**config.mk**
```make
export PLATFORM = sky130hd
export DESIGN_NAME = pncm_ctrl
export DESIGN_NICKNAME = d
export VERILOG_FILES = /design/src/hw/rtl/pncm_pkg.sv /design/src/hw/rtl/pncm_ctrl.sv
export SDC_FILE = /design/constraint.sdc
export NUM_CORES = 1
export LEC_CHECK = 0
export BUFFER_PORTS_ARGS = -buffer_cell sky130_fd_sc_hd__buf_2
export CORE_AREA = 10 10 47 49
export DETAILED_ROUTE_END_ITERATION = 10
export DIE_AREA = 0 0 57 59
export SYNTH_ARGS = -nofsm -noshare
export SYNTH_HDL_FRONTEND = slang
export SYNTH_SLANG_ARGS = --single-unit
export TNS_END_PERCENT = 20
```
**constraint.sdc**
```tcl
create_clock -name clk -period 1.9 [get_ports clk]
set_clock_uncertainty 0.05 [all_clocks]
set_input_delay 0.095 -clock clk [delete_from_list [all_inputs] [get_ports clk]]
set_output_delay 0.095 -clock clk [all_outputs]
set_load 0.005 [all_outputs]
```
**src/hw/rtl/pncm_pkg.sv**
```systemverilog
// Shared constants, types and control structs of the palette color mapper.
`default_nettype none
package pncm_pkg;

  // Palette geometry
  localparam int PALETTE_DEPTH = 256;
  localparam int PAL_AW        = $clog2(PALETTE_DEPTH);
  localparam int SIZE_W        = 9;
  localparam logic [SIZE_W-1:0] DEPTH_SZ = SIZE_W'(PALETTE_DEPTH);
  localparam logic [SIZE_W-1:0] MIN_SZ   = SIZE_W'(2);

  // Channel widths
  localparam int CH_W       = 8;
  localparam int IDX_W      = 8;
  localparam int ENTRY_W    = 3 * CH_W;
  localparam int DIST_W     = 18;
  localparam int IN_TDATA_W = 48;

  // Input word layout (tdata bit offsets)
  localparam int OFS_ENTRY = 0;
  localparam int OFS_ALPHA = 8;
  localparam int OFS_RED   = 16;
  localparam int OFS_GREEN = 24;
  localparam int OFS_BLUE  = 32;
  localparam int OFS_PRIOR = 40;

  // Input word kinds
  localparam logic MODE_LOAD  = 1'b0;
  localparam logic MODE_PIXEL = 1'b1;

  // Configuration register indexes
  localparam int CFG_AW = 1;
  localparam logic [CFG_AW-1:0] REG_PALETTE_SIZE    = 1'b0;
  localparam logic [CFG_AW-1:0] REG_ALPHA_THRESHOLD = 1'b1;
  localparam int CFG_DW = 9;

  localparam logic [SIZE_W-1:0] RST_PALETTE_SIZE    = 9'd256;
  localparam logic [CH_W-1:0]   RST_ALPHA_THRESHOLD = 8'd127;

  // Controller states, one-hot
  typedef enum logic [3:0] {
    ST_IDLE  = 4'b0001,
    ST_SCAN  = 4'b0010,
    ST_DRAIN = 4'b0100,
    ST_PUSH  = 4'b1000
  } state_t;

  // Controller to datapath
  typedef struct packed {
    logic load_we;     // write palette entry from the input word
    logic pix_take;    // latch pixel, resolve fast path or arm the scan
    logic scan_issue;  // read next palette entry and advance
    logic out_load;    // move result into the output register
  } cmd_t;

  // Datapath to controller
  typedef struct packed {
    logic fast_path;   // current input pixel needs no search
    logic issue_last;  // scan address is the last entry to check
    logic hit;         // exact match found, search may stop
    logic pipe_empty;  // no read in flight
    logic out_free;    // output register can take a word
  } sts_t;

endpackage
`default_nettype wire

```
**src/hw/rtl/pncm_ctrl.sv**
```systemverilog
// Controller state machine sequencing loads, fast pixels and palette scans.
`default_nettype none
module pncm_ctrl (
  input  wire logic          clk,
  input  wire logic          rst_n,
  input  wire logic          in_tvalid,
  input  wire logic          in_mode,
  output logic               in_tready,
  input  wire pncm_pkg::sts_t sts,
  output pncm_pkg::cmd_t     cmd
);

  pncm_pkg::state_t state_r, state_nxt;
  logic             accept;

  assign in_tready = (state_r == pncm_pkg::ST_IDLE);
  assign accept    = in_tvalid && in_tready;

  // Next state and commands
  always_comb begin
    state_nxt      = state_r;
    cmd            = '0;
    case (state_r)
      pncm_pkg::ST_IDLE: begin
        if (accept) begin
          if (in_mode == pncm_pkg::MODE_LOAD) begin
            cmd.load_we = 1'b1;
          end else begin
            cmd.pix_take = 1'b1;
            state_nxt    = sts.fast_path ? pncm_pkg::ST_PUSH : pncm_pkg::ST_SCAN;
          end
        end
      end
      pncm_pkg::ST_SCAN: begin
        // stop issuing once an exact match is known
        cmd.scan_issue = !sts.hit;
        if (sts.hit || sts.issue_last) begin
          state_nxt = pncm_pkg::ST_DRAIN;
        end
      end
      pncm_pkg::ST_DRAIN: begin
        if (sts.pipe_empty) begin
          state_nxt = pncm_pkg::ST_PUSH;
        end
      end
      pncm_pkg::ST_PUSH: begin
        if (sts.out_free) begin
          cmd.out_load = 1'b1;
          state_nxt    = pncm_pkg::ST_IDLE;
        end
      end
      default: begin
        state_nxt = pncm_pkg::ST_IDLE;
      end
    endcase
  end

  // State register
  always_ff @(posedge clk) begin
    if (!rst_n) begin
      state_r <= pncm_pkg::ST_IDLE;
    end else begin
      state_r <= state_nxt;
    end
  end

endmodule
`default_nettype wire

```
**Yosys cells after proc, flatten, opt, wreduce, memory -nomap -nowiden**

Cells that the tools add are included.
Widths: inputs -> output; s select.

- Eq/ne operators: 9
- Reductions and logical operators: 4
- Mux-type cells: 14

Operator list:

| operator | count |
|---|---|
| $mux 4 | 6 |
| $pmux 4 s4 | 1 |
| $ne 2x2->1 const B | 4 |
| $mux 1 | 5 |
| $reduce_and 5->1 | 1 |
| $eq 4x1->1 const B | 1 |
| $eq 4x2->1 const B | 1 |
| $eq 4x3->1 const B | 1 |
| $eq 4x4->1 const B | 1 |
| $mux 2 | 2 |
| $ne 2x1->1 const B | 1 |
| $logic_and 1x1->1 | 1 |
| $logic_not 1->1 | 1 |
| $logic_or 1x1->1 | 1 |

- Input port bits: 9
- Output and inout port bits: 5
- Bits in registers: 4

**Depth between registers and ports, before layout**

Gate-level depths: netlist (run 1).

- Depth in word-level cells: 4
- Mapped depth: 5
- Gate-level depth less buffers: 4

**Least setup slack after synthesis (run 1)**

No wires, ideal clock.

- Path type: reg2reg
- Start point: register state_r[1]
- End point: register state_r[2]
- Buffers on the path: 1
- Library setup time: 0.121 ns
- Stages on the path, launching flop included: 6
- Path slack: 0.111 ns
- Data arrival time: 1.617 ns
- Cells stage by stage: dfxtp_1 buf_4 or4b_4 o32a_1 o311a_2 mux2_4

- Longest elaborated chain between the ends: 4

RTL lines:

| element | RTL line | source |
|---|---|---|
| from (decl) | pncm_ctrl.sv:13 | `pncm_pkg::state_t state_r, state_nxt;` |
| from (signal assigned) | pncm_ctrl.sv:61 | `state_r <= pncm_pkg::ST_IDLE;` |
| from (signal assigned) | pncm_ctrl.sv:63 | `state_r <= state_nxt;` |
| $eq 4x1->1 | pncm_ctrl.sv:16, pncm_ctrl.sv:23 |  |
| $logic_and 1x1->1 | pncm_ctrl.sv:17 | `assign accept = in_tvalid && in_tready;` |
| $ne 2x1->1 (no source line) | n/a |  |
| $reduce_and 5->1 (no source line) | n/a |  |

Several ways; a longest one is shown, not always the timed one.
A chain may end at the register's enable or synchronous reset.

**Final worst setup path (run 1)**

- Start point: register state_r[3]
- End point: register state_r[2]

The elaborated chain is that of the path after synthesis.

==> reports/qor.csv, run 1 <==
stage;metric;value;unit
run_status;outcome;finished, final reports clean;
power;Sw Ratio;36.54;%
worst_hold_path;HP Class;input pin to register;
placement;pre-CTS WS;0.1257;ns
drt;Post-route DRC;0;
die;initial core utilization;21.61;%
finish;share of layout cells above drive strength 1;40.35;%
sta;Max Slew Vio Count;0;
finish;Final #Nets;68;
synth;ys async rst share;0;%
cts;Root Buffer;clkbuf_4;
synth;most area-consuming cells after synthesis;dfxtp_1, mux2i_1, nand2_1;
synth;post-synth net total;47;
setup_path;CP bufs+invs;0;
die;DIE AREA;3363;um^2
sta;Final Hold Vio Count;0;
setup_path;crit-path max cell delay;0.54;ns
placement;Detailed Place HPWL;685.3;um
sta;Worst Tran Pin Value;0.3614;ns
die;chip height;59;um
drt;Iter 0 DRT Violations;0;
finish;Layout area overhead;42.98;%
finish;Cell Count, Final, Fillers Out;73;
placement;Port Buffers;13;
drt;via count;334;
die;Die W;57;um
cts;post-CTS sizing;0;
power;Reg power frac;24.3;%
setup_path;RR Startpoint;state_r[3];
finish;Largest regs;state_r (4);
sta;Peak Freq;0.5615;GHz
sta;fin crit share;93.73;%
global_routing;first-pass GRT wire length;1.386;mm
drt;Detail Route Antenna Nets;0;
worst_hold_path;Hold Crit Start;rst_n;
power;total power;0.0005699;W
setup_path;critical path's slowest cell;or4b_4;
synth;warnings from Yosys;0;
setup_path;crit path launch type;register;
global_routing;total global-route track usage;5.431;%
power;internal power;0.0003617;W
sta;normalized max-slew margin;75.57;%
setup_path;CP Cell Sequence;or4b_4 -> o32a_1 -> o311a_2 -> mux2_4;
setup_path;Crit Path Max Fanout;3;
cts;CTS Buf Count;3;
setup_path;Crit Reg-Reg Endpoint;state_r[2];
setup_path;CP endpoint kind;register;
synth;cell taking the most area after synthesis;dfxtp_1;
global_routing;GR Overflow Total;0;
sta;minimum clock period;1.781;ns
synth;top-area cell type share of the netlist area;26.45;%
synth;sequential-to-total area share from yosys stat;26.45;%
placement;placed cell count;70;
sta;Fin Setup TNS;0;ns
synth;Synth Register Bits;4;
global_routing;initial antenna violation count;0;
drt;vias per std cell;4.575;
synth;synth unique cells;21;
power;power share of the clock group;18.4;%
finish;max reg flops;4;
synth;Main synth FF type;dfxtp_1;
synth;Gate Count Post-Synth;38;
setup_path;Worst Setup Path Type;register to register;
global_routing;largest net degree at the start of global routing;8;
setup_path;CP top delay family;simple AND/OR/NAND/NOR gates;
placement;gpl congestion;0.7831;
power;Power Density;1316;nW/um^2
finish;Reg with most FFs;state_r;
drt;Post-Route WL;810;um
die;I/O pin count;14;
synth;Mapped Avg Cell Area;7.968;um^2
cts;clock transition at the registers of the reported paths;0.04;ns
power;Switch Pwr;0.0002082;W
flow_run;maxcap violations;0;
power;Comb pwr share;57.3;%
power;P_leak;0.2222;nW
finish;diode count;0;
setup_path;Worst EP required;1.97;ns
synth;Cell Area, Synth;302.8;um^2
cts;clock sink total;4;
cts;Post-CTS Setup Inserts;0;
sta;Worst Hold Slack;0.05291;ns
cts;clock tree buffer depth;2;
sta;final worst slack;0.1192;ns
finish;fill cell count;152;
worst_hold_path;hold-critical path depth;2;
cts;CTS H-Tree Depth;1;
cts;CTS Hold Buffers Added;0;
cts;worst skew pair latency;0.23;ns
sta;final setup vio count;0;
sta;RSZ-0062 raised after global routing;false;
setup_path;FF-to-FF setup slack;0.12;ns
cts;CTS tree;built;
die;core area;1401;um^2
die;row cnt;14;
synth;Post-synth EDFFs;0;
drt;DR WL/cell;11.10;um
power;Worst VDD drop;0.0005421;V
setup_path;Arr. time, crit path;1.85;ns
synth;Commonest cells post-synth;nand2_1, nor2_1, dfxtp_1;
global_routing;vias in the first global route;341;
worst_hold_path;WHS Endpoint;state_r[0];
setup_path;r2r worst-path depth;4;
drt;DR pass1 iterations;1;
[power by group through the flow]
stage	Combinational [W]	Clock (W)	Sequential, W
CTS	0.000331	0.000109	0.000138
global route	0.000364	0.000119	0.000145
finish	0.000326	0.000105	0.000138
floorplan	0.000209	0	0.000137
detailed placement	0.000328	0	0.000139
global placement	0.000331	0	0.000137
[how the worst max path moves through the flow]
| stage | from | end | cells past startpoint |
|---|---|---|---|
| after global placement | state_r[3] | state_r[2] | 4 |
| final | state_r[3] | state_r[2] | 4 |
| after detailed placement | state_r[0] | state_r[2] | 4 |
| after floorplan | state_r[1] | state_r[2] | 5 |
| after global routing | state_r[0] | state_r[2] | 4 |
| after CTS | state_r[2] | state_r[2] | 4 |
[worst register-to-register path, delay by kind of cell, from the launching register on]
family          cells  cell delay (ns)
mux                 1             0.30
flops               1             0.31
compound gates      2             0.46
simple gates        1             0.54
[cells by family after synthesis]
logic type             Yosys count  synth area share [%]
AND/OR/NAND/NOR                 21                 39.67
AO/OA/AOI/OAI                    6                 14.46
flip-flops                       4                 26.45
multiplexers                     3                 11.57
buffers and inverters            3                 4.961
XOR/XNOR                         1                 2.893
[routing by layer]
layer,global-route usage [%],up-vias,share of wire (%)
li1,-,174,-
met1,4.599,146,36
met2,7.907,10,51
met3,3.219,4,8.4
met4,7.047,0,4.7
met5,0,-,0
[placed cells by master, fill, tap and decap left out]
master	synthesis	layout
a21o_1	1	1
and2_1	1	1
and3_1	1	1
buf_2	0	13
buf_4	1	4
clkbuf_4	0	3
dfxtp_1	4	4
inv_1	2	2
mux2_4	1	1
mux2i_1	2	2
nand2_1	5	5
nand2b_1	1	1
nand3_1	2	2
nand4b_1	1	1
nor2_1	5	5
nor2b_1	2	2
nor4b_1	1	1
o21ai_0	3	3
o311a_2	1	1
o32a_1	1	1
or4b_1	1	1
or4b_4	1	1
xor2_1	1	1
[cell type report]
class | instances | area [um^2] | area share, %
multi-input cells | 31 | 207.7 | 47.98
repair buffers | 17 | 95.09 | 21.97
flip-flops and latches | 4 | 80.08 | 18.50
clock buffers | 3 | 22.52 | 5.202
well taps | 16 | 20.02 | 4.624
inverters | 2 | 7.507 | 1.734
[per-stage QoR]
| step | util [%] | cell area (um^2) |
|---|---|---|
| floorplan | - | 302.8 |
| global placement | 29.29 | 410.4 |
| detailed placement | 29.29 | 410.4 |
| CTS | 30.89 | 432.9 |
| global route | 30.89 | 432.9 |
| finish | 30.89 | 432.9 |
(Power assumes the default switching activity.)
==> run 2, diff against run 1 <==
- CORE_AREA: 10 10 47 49 -> 2 2 39 41
- DIE_AREA: 0 0 57 59 -> 0 0 41 43
- RECOVER_POWER: default -> 25
==> run 2 against run 1 <==
Against the previous run: fmax grew 0.54%; setup slack better by 0.0096 ns; final cell count stayed put; register-to-register slack barely moved; wire length decreased by 11%; total power fell by 1.4%; sequential share of layout area up 0.16 points; final area shrank 0.87%; die area decreased by 48%; non-clock buffer count unchanged; first-iteration DRC count up 4; critical path type unchanged; highest routed layer is now met3.
==> reports/qor.csv, run 2 (synthesized netlist as in run 1, its figures left out) <==
stage;metric;value;unit
finish;commonest non-fill, non-tap cell in the layout;buf_2;
die;Die W;41;um
cts;CTS H-Tree Depth;1;
setup_path;CP Cell Sequence;or4b_4 -> o32a_1 -> o311a_2 -> mux2_4;
sta;Peak Freq;0.5646;GHz
setup_path;CP bufs+invs;0;
cts;clock tree buffer depth;2;
die;row cnt;14;
setup_path;Worst Setup Path Type;register to register;
cts;clock transition at the registers of the reported paths;0.04;ns
power;Worst VDD drop;0.0005761;V
die;DIE AREA;1763;um^2
drt;DR pass1 iterations;4;
sta;Max Slew Vio Count;0;
global_routing;largest net degree at the start of global routing;8;
placement;Detailed Place HPWL;588.6;um
sta;Final Hold Vio Count;0;
placement;pre-CTS WS;0.1179;ns
finish;Largest regs;state_r (4);
flow_run;maxcap violations;0;
global_routing;GR Overflow Total;0;
finish;Layout area overhead;41.74;%
die;chip height;43;um
setup_path;CP endpoint kind;register;
sta;final setup vio count;0;
finish;Final #Nets;68;
sta;RSZ-0062 raised after global routing;false;
setup_path;Arr. time, crit path;1.84;ns
die;initial core utilization;21.88;%
sta;Worst Hold Slack;0.06819;ns
sta;minimum clock period;1.771;ns
cts;Post-CTS Setup Inserts;0;
global_routing;initial antenna violation count;0;
setup_path;Worst EP required;1.97;ns
power;Switch Pwr;0.0002073;W
sta;final worst slack;0.1287;ns
drt;Iter 0 DRT Violations;4;
power;P_leak;0.2181;nW
finish;share of layout cells above drive strength 1;38.60;%
finish;Reg with most FFs;state_r;
power;power share of the clock group;18.5;%
run_status;outcome;finished, final reports clean;
power;Sw Ratio;36.90;%
cts;clock sink total;4;
sta;fin crit share;93.23;%
placement;gpl congestion;0.8298;
drt;vias per std cell;4.685;
sta;Worst Tran Pin Value;0.3695;ns
setup_path;CP top delay family;simple AND/OR/NAND/NOR gates;
cts;CTS tree;built;
finish;max reg flops;4;
setup_path;crit-path max cell delay;0.52;ns
drt;Post-Route WL;719;um
die;core area;1384;um^2
finish;final core utilization;31.01;%
sta;normalized max-slew margin;75.02;%
drt;Post-route DRC;0;
power;Reg power frac;24.6;%
global_routing;first-pass GRT wire length;1.173;mm
finish;diode count;0;
drt;Detail Route Antenna Nets;0;
placement;Port Buffers;13;
drt;via count;342;
setup_path;crit path launch type;register;
setup_path;Crit Path Max Fanout;3;
drt;DR WL/cell;9.849;um
sta;Fin Setup TNS;0;ns
cts;CTS Buf Count;3;
cts;Root Buffer;clkbuf_4;
power;Comb pwr share;56.9;%
global_routing;total global-route track usage;10.41;%
cts;post-CTS sizing;0;
die;I/O pin count;14;
setup_path;critical path's slowest cell;or4b_4;
worst_hold_path;HP Class;input pin to register;
cts;worst skew pair latency;0.23;ns
finish;fill cell count;158;
global_routing;vias in the first global route;285;
cts;CTS Hold Buffers Added;0;
power;Power Density;1309;nW/um^2
power;internal power;0.0003546;W
finish;commonest non-fill, non-tap cells in the layout;buf_2, nor2_1, nand2_1;
==> run 2: changes by cell type in the layout (fill, tap and decap cells not counted) <==
cell      previous run  this run
buf_4                4         3
clkbuf_1             0         1
==> run 2: cell type report <==
class / count / area (um^2) / share of cell area [%]
Clock buffer: 3 / 22.52 / 5.248
Inverter: 2 / 7.507 / 1.749
Multi-Input combinational cell: 31 / 207.7 / 48.40
Sequential cell: 4 / 80.08 / 18.66
Tap cell: 16 / 20.02 / 4.665
Timing Repair Buffer: 17 / 91.34 / 21.28
==> run 2: path summary, 6_finish.rpt <==
check	slack (ns)	startpoint	to	depth (start not counted)
setup / recovery	0.13	state_r[2]	state_r[2]	4
hold / removal	0.07	rst_n	state_r[0]	2
setup reg to reg	0.13	state_r[2]	state_r[2]	4
hold reg to reg	0.57	state_r[3]	state_r[3]	3
==> run 2: routing by layer <==
| metal | part of all wire, % | up-vias | global-route usage [%] |
|---|---|---|---|
| met4 | 0 | 0 | 12.00 |
| met3 | 2.9 | 0 | 1.571 |
| met1 | 40 | 160 | 11.15 |
| met2 | 57 | 6 | 15.00 |
| li1 | - | 176 | - |
| met5 | 0 | - | 0 |
==> run 2: stage by stage <==
step | std cells | power, W | cell area [um^2]
2_1_floorplan | 38 | 0.0003466 | 302.8
3_3_place_gp | 70 | 0.0004646 | 410.4
3_5_place_dp | 70 | 0.0004643 | 410.4
4_1_cts | 73 | 0.0005760 | 432.9
5_1_grt | 73 | 0.0006086 | 429.2
6_report | 73 | 0.0005619 | 429.2
==> run 2: power by group through the flow <==
stage	clock (W)	combinational, W	sequential (W)
finish	0.000104	0.000320	0.000138
global route	0.000114	0.000351	0.000144
CTS	0.000109	0.000328	0.000139
detailed placement	0	0.000325	0.000140
global placement	0	0.000327	0.000137
floorplan	0	0.000209	0.000137
==> run 3, diff against run 2 <==
- BUFFER_PORTS_ARGS: -buffer_cell sky130_fd_sc_hd__buf_2 -> -buffer_cell sky130_fd_sc_hd__clkbuf_2
- CORE_AREA: 2 2 39 41 -> default
- CORE_MARGIN: default -> 2
- CORE_UTILIZATION: default -> 23
- DIE_AREA: 0 0 41 43 -> default
==> run 3 against run 2 <==
Against the previous run: clock-buffer cell count unchanged; sequential power about the same; critical path depth unchanged; combinational power increased by 2%; worst hold slack got worse by 0.023 ns; clock power increased by 6%; total power increased by 3.1%; sequential cell count unchanged; global-route usage increased by 1.6 points; critical path type unchanged.
==> reports/qor.csv, run 3 (synthesized netlist as in run 1, its figures left out) <==
stage;metric;value;unit
cts;worst skew pair latency;0.24;ns
cts;clock tree buffer depth;2;
cts;clock transition at the registers of the reported paths;0.04;ns
worst_hold_path;hold-critical path depth;2;
sta;RSZ-0062 raised after global routing;false;
worst_hold_path;HP Class;input pin to register;
setup_path;Arr. time, crit path;1.87;ns
setup_path;FF-to-FF setup slack;0.11;ns
power;Power Density;1323;nW/um^2
placement;Detailed Place HPWL;567.3;um
sta;Fin Setup TNS;0;ns
finish;Final #Nets;69;
sta;fin crit share;94.16;%
finish;Layout area overhead;44.63;%
global_routing;first-pass GRT wire length;1.159;mm
cts;post-CTS sizing;0;
cts;Root Buffer;clkbuf_4;
die;initial core utilization;23.87;%
sta;final setup vio count;0;
drt;Post-Route WL;711;um
setup_path;RR Startpoint;state_r[2];
run_status;outcome;finished, final reports clean;
die;core area;1269;um^2
finish;Reg with most FFs;state_r;
sta;normalized max-slew margin;77.99;%
setup_path;r2r worst-path depth;4;
finish;fill cell count;140;
setup_path;Crit Path Max Fanout;4;
cts;CTS tree;built;
power;P_leak;0.2235;nW
cts;CTS Buf Count;3;
setup_path;Crit Reg-Reg Endpoint;state_r[2];
setup_path;Worst EP required;1.98;ns
sta;Worst Tran Pin Value;0.3255;ns
sta;Max Slew Vio Count;0;
cts;CTS Hold Buffers Added;0;
global_routing;initial antenna violation count;0;
sta;Peak Freq;0.5590;GHz
worst_hold_path;WHS Endpoint;state_r[0];
die;Die W;40.29;um
global_routing;vias in the first global route;290;
finish;share of layout cells above drive strength 1;39.66;%
die;chip height;40.29;um
finish;max reg flops;4;
setup_path;Worst Setup Path Type;register to register;
sta;Final Hold Vio Count;0;
sta;Worst Hold Slack;0.04521;ns
sta;final worst slack;0.1110;ns
die;row cnt;13;
drt;Post-route DRC;0;
finish;Cell Count, Final, Fillers Out;73;
cts;Post-CTS Setup Inserts;0;
power;Worst VDD drop;0.0005229;V
drt;via count;325;
placement;placed cell count;70;
setup_path;CP endpoint kind;register;
placement;gpl congestion;0.6985;
drt;DR WL/cell;9.740;um
finish;commonest non-fill, non-tap cells in the layout;clkbuf_2, nor2_1, nand2_1, buf_4, dfxtp_1;
global_routing;total global-route track usage;12.00;%
sta;minimum clock period;1.789;ns
global_routing;largest net degree at the start of global routing;8;
drt;DR pass1 iterations;3;
placement;pre-CTS WS;0.1078;ns
finish;diode count;0;
worst_hold_path;Hold Crit Start;rst_n;
drt;Iter 0 DRT Violations;7;
finish;commonest non-fill, non-tap cell in the layout;clkbuf_2;
placement;Port Buffers;13;
drt;Detail Route Antenna Nets;0;
global_routing;GR Overflow Total;0;
cts;CTS H-Tree Depth;1;
finish;Largest regs;state_r (4);
flow_run;maxcap violations;0;
setup_path;crit path launch type;register;
die;DIE AREA;1623;um^2
cts;clock sink total;4;
die;I/O pin count;14;
drt;vias per std cell;4.452;
-- run 3: changes by cell type in the layout (fill, tap and decap cells not counted) --
cell / delta
clkbuf_2: +12
buf_2: -13
buf_4: +2
-- run 3: cell type report --
| class | count | area [um^2] | area share, % |
|---|---|---|---|
| multi-input cells | 31 | 207.7 | 47.43 |
| repair buffers | 18 | 101.3 | 23.14 |
| flip-flops and latches | 4 | 80.08 | 18.29 |
| clock buffers | 3 | 22.52 | 5.143 |
| well taps | 15 | 18.77 | 4.286 |
| inverters | 2 | 7.507 | 1.714 |
-- run 3: report_power, final --
group	internal [W]	total, W	switching [W]
combinational	0.000178	0.000328	0.000149
clock	0.0000710	0.000110	0.0000395
sequential	0.000113	0.000141	0.0000281
-- run 3: layer usage --
layer | wire, um | global-route usage [%] | vias to the layer above | part of all wire (%)
met1 | 333 | 12.21 | 137 | 47
met3 | 70 | 10.00 | 0 | 9.8
met5 | 0 | 0 | - | 0
met4 | 0 | 7.500 | 0 | 0
met2 | 307 | 16.53 | 11 | 43
li1 | - | - | 177 | -
-- run 3: worst max-delay path, cell delays in order (launching register included) --
cell	delay, ns
dfxtp_1	0.33
or4b_4	0.53
o32a_1	0.31
o311a_2	0.15
mux2_4	0.30
-- run 3: worst max path at each step --
stage | startpoint | endpoint | slack, ns | depth (start not counted)
after floorplan | state_r[1] | state_r[2] | 0.11 | 5
after global placement | state_r[3] | state_r[2] | 0.13 | 4
after detailed placement | state_r[2] | state_r[2] | 0.11 | 4
after CTS | state_r[2] | state_r[2] | 0.10 | 4
after global routing | state_r[2] | state_r[2] | 0.06 | 4
final | state_r[2] | state_r[2] | 0.11 | 4
-- run 3: stage by stage --
stage               total power, W  util [%]  instance area, um^2
CTS                      0.0005864     34.62                439.2
detailed placement       0.0004700     32.84                416.7
floorplan                0.0003466         -                302.8
global route             0.0006345     34.52                437.9
finish                   0.0005795     34.52                437.9
global placement         0.0004682     32.84                416.7
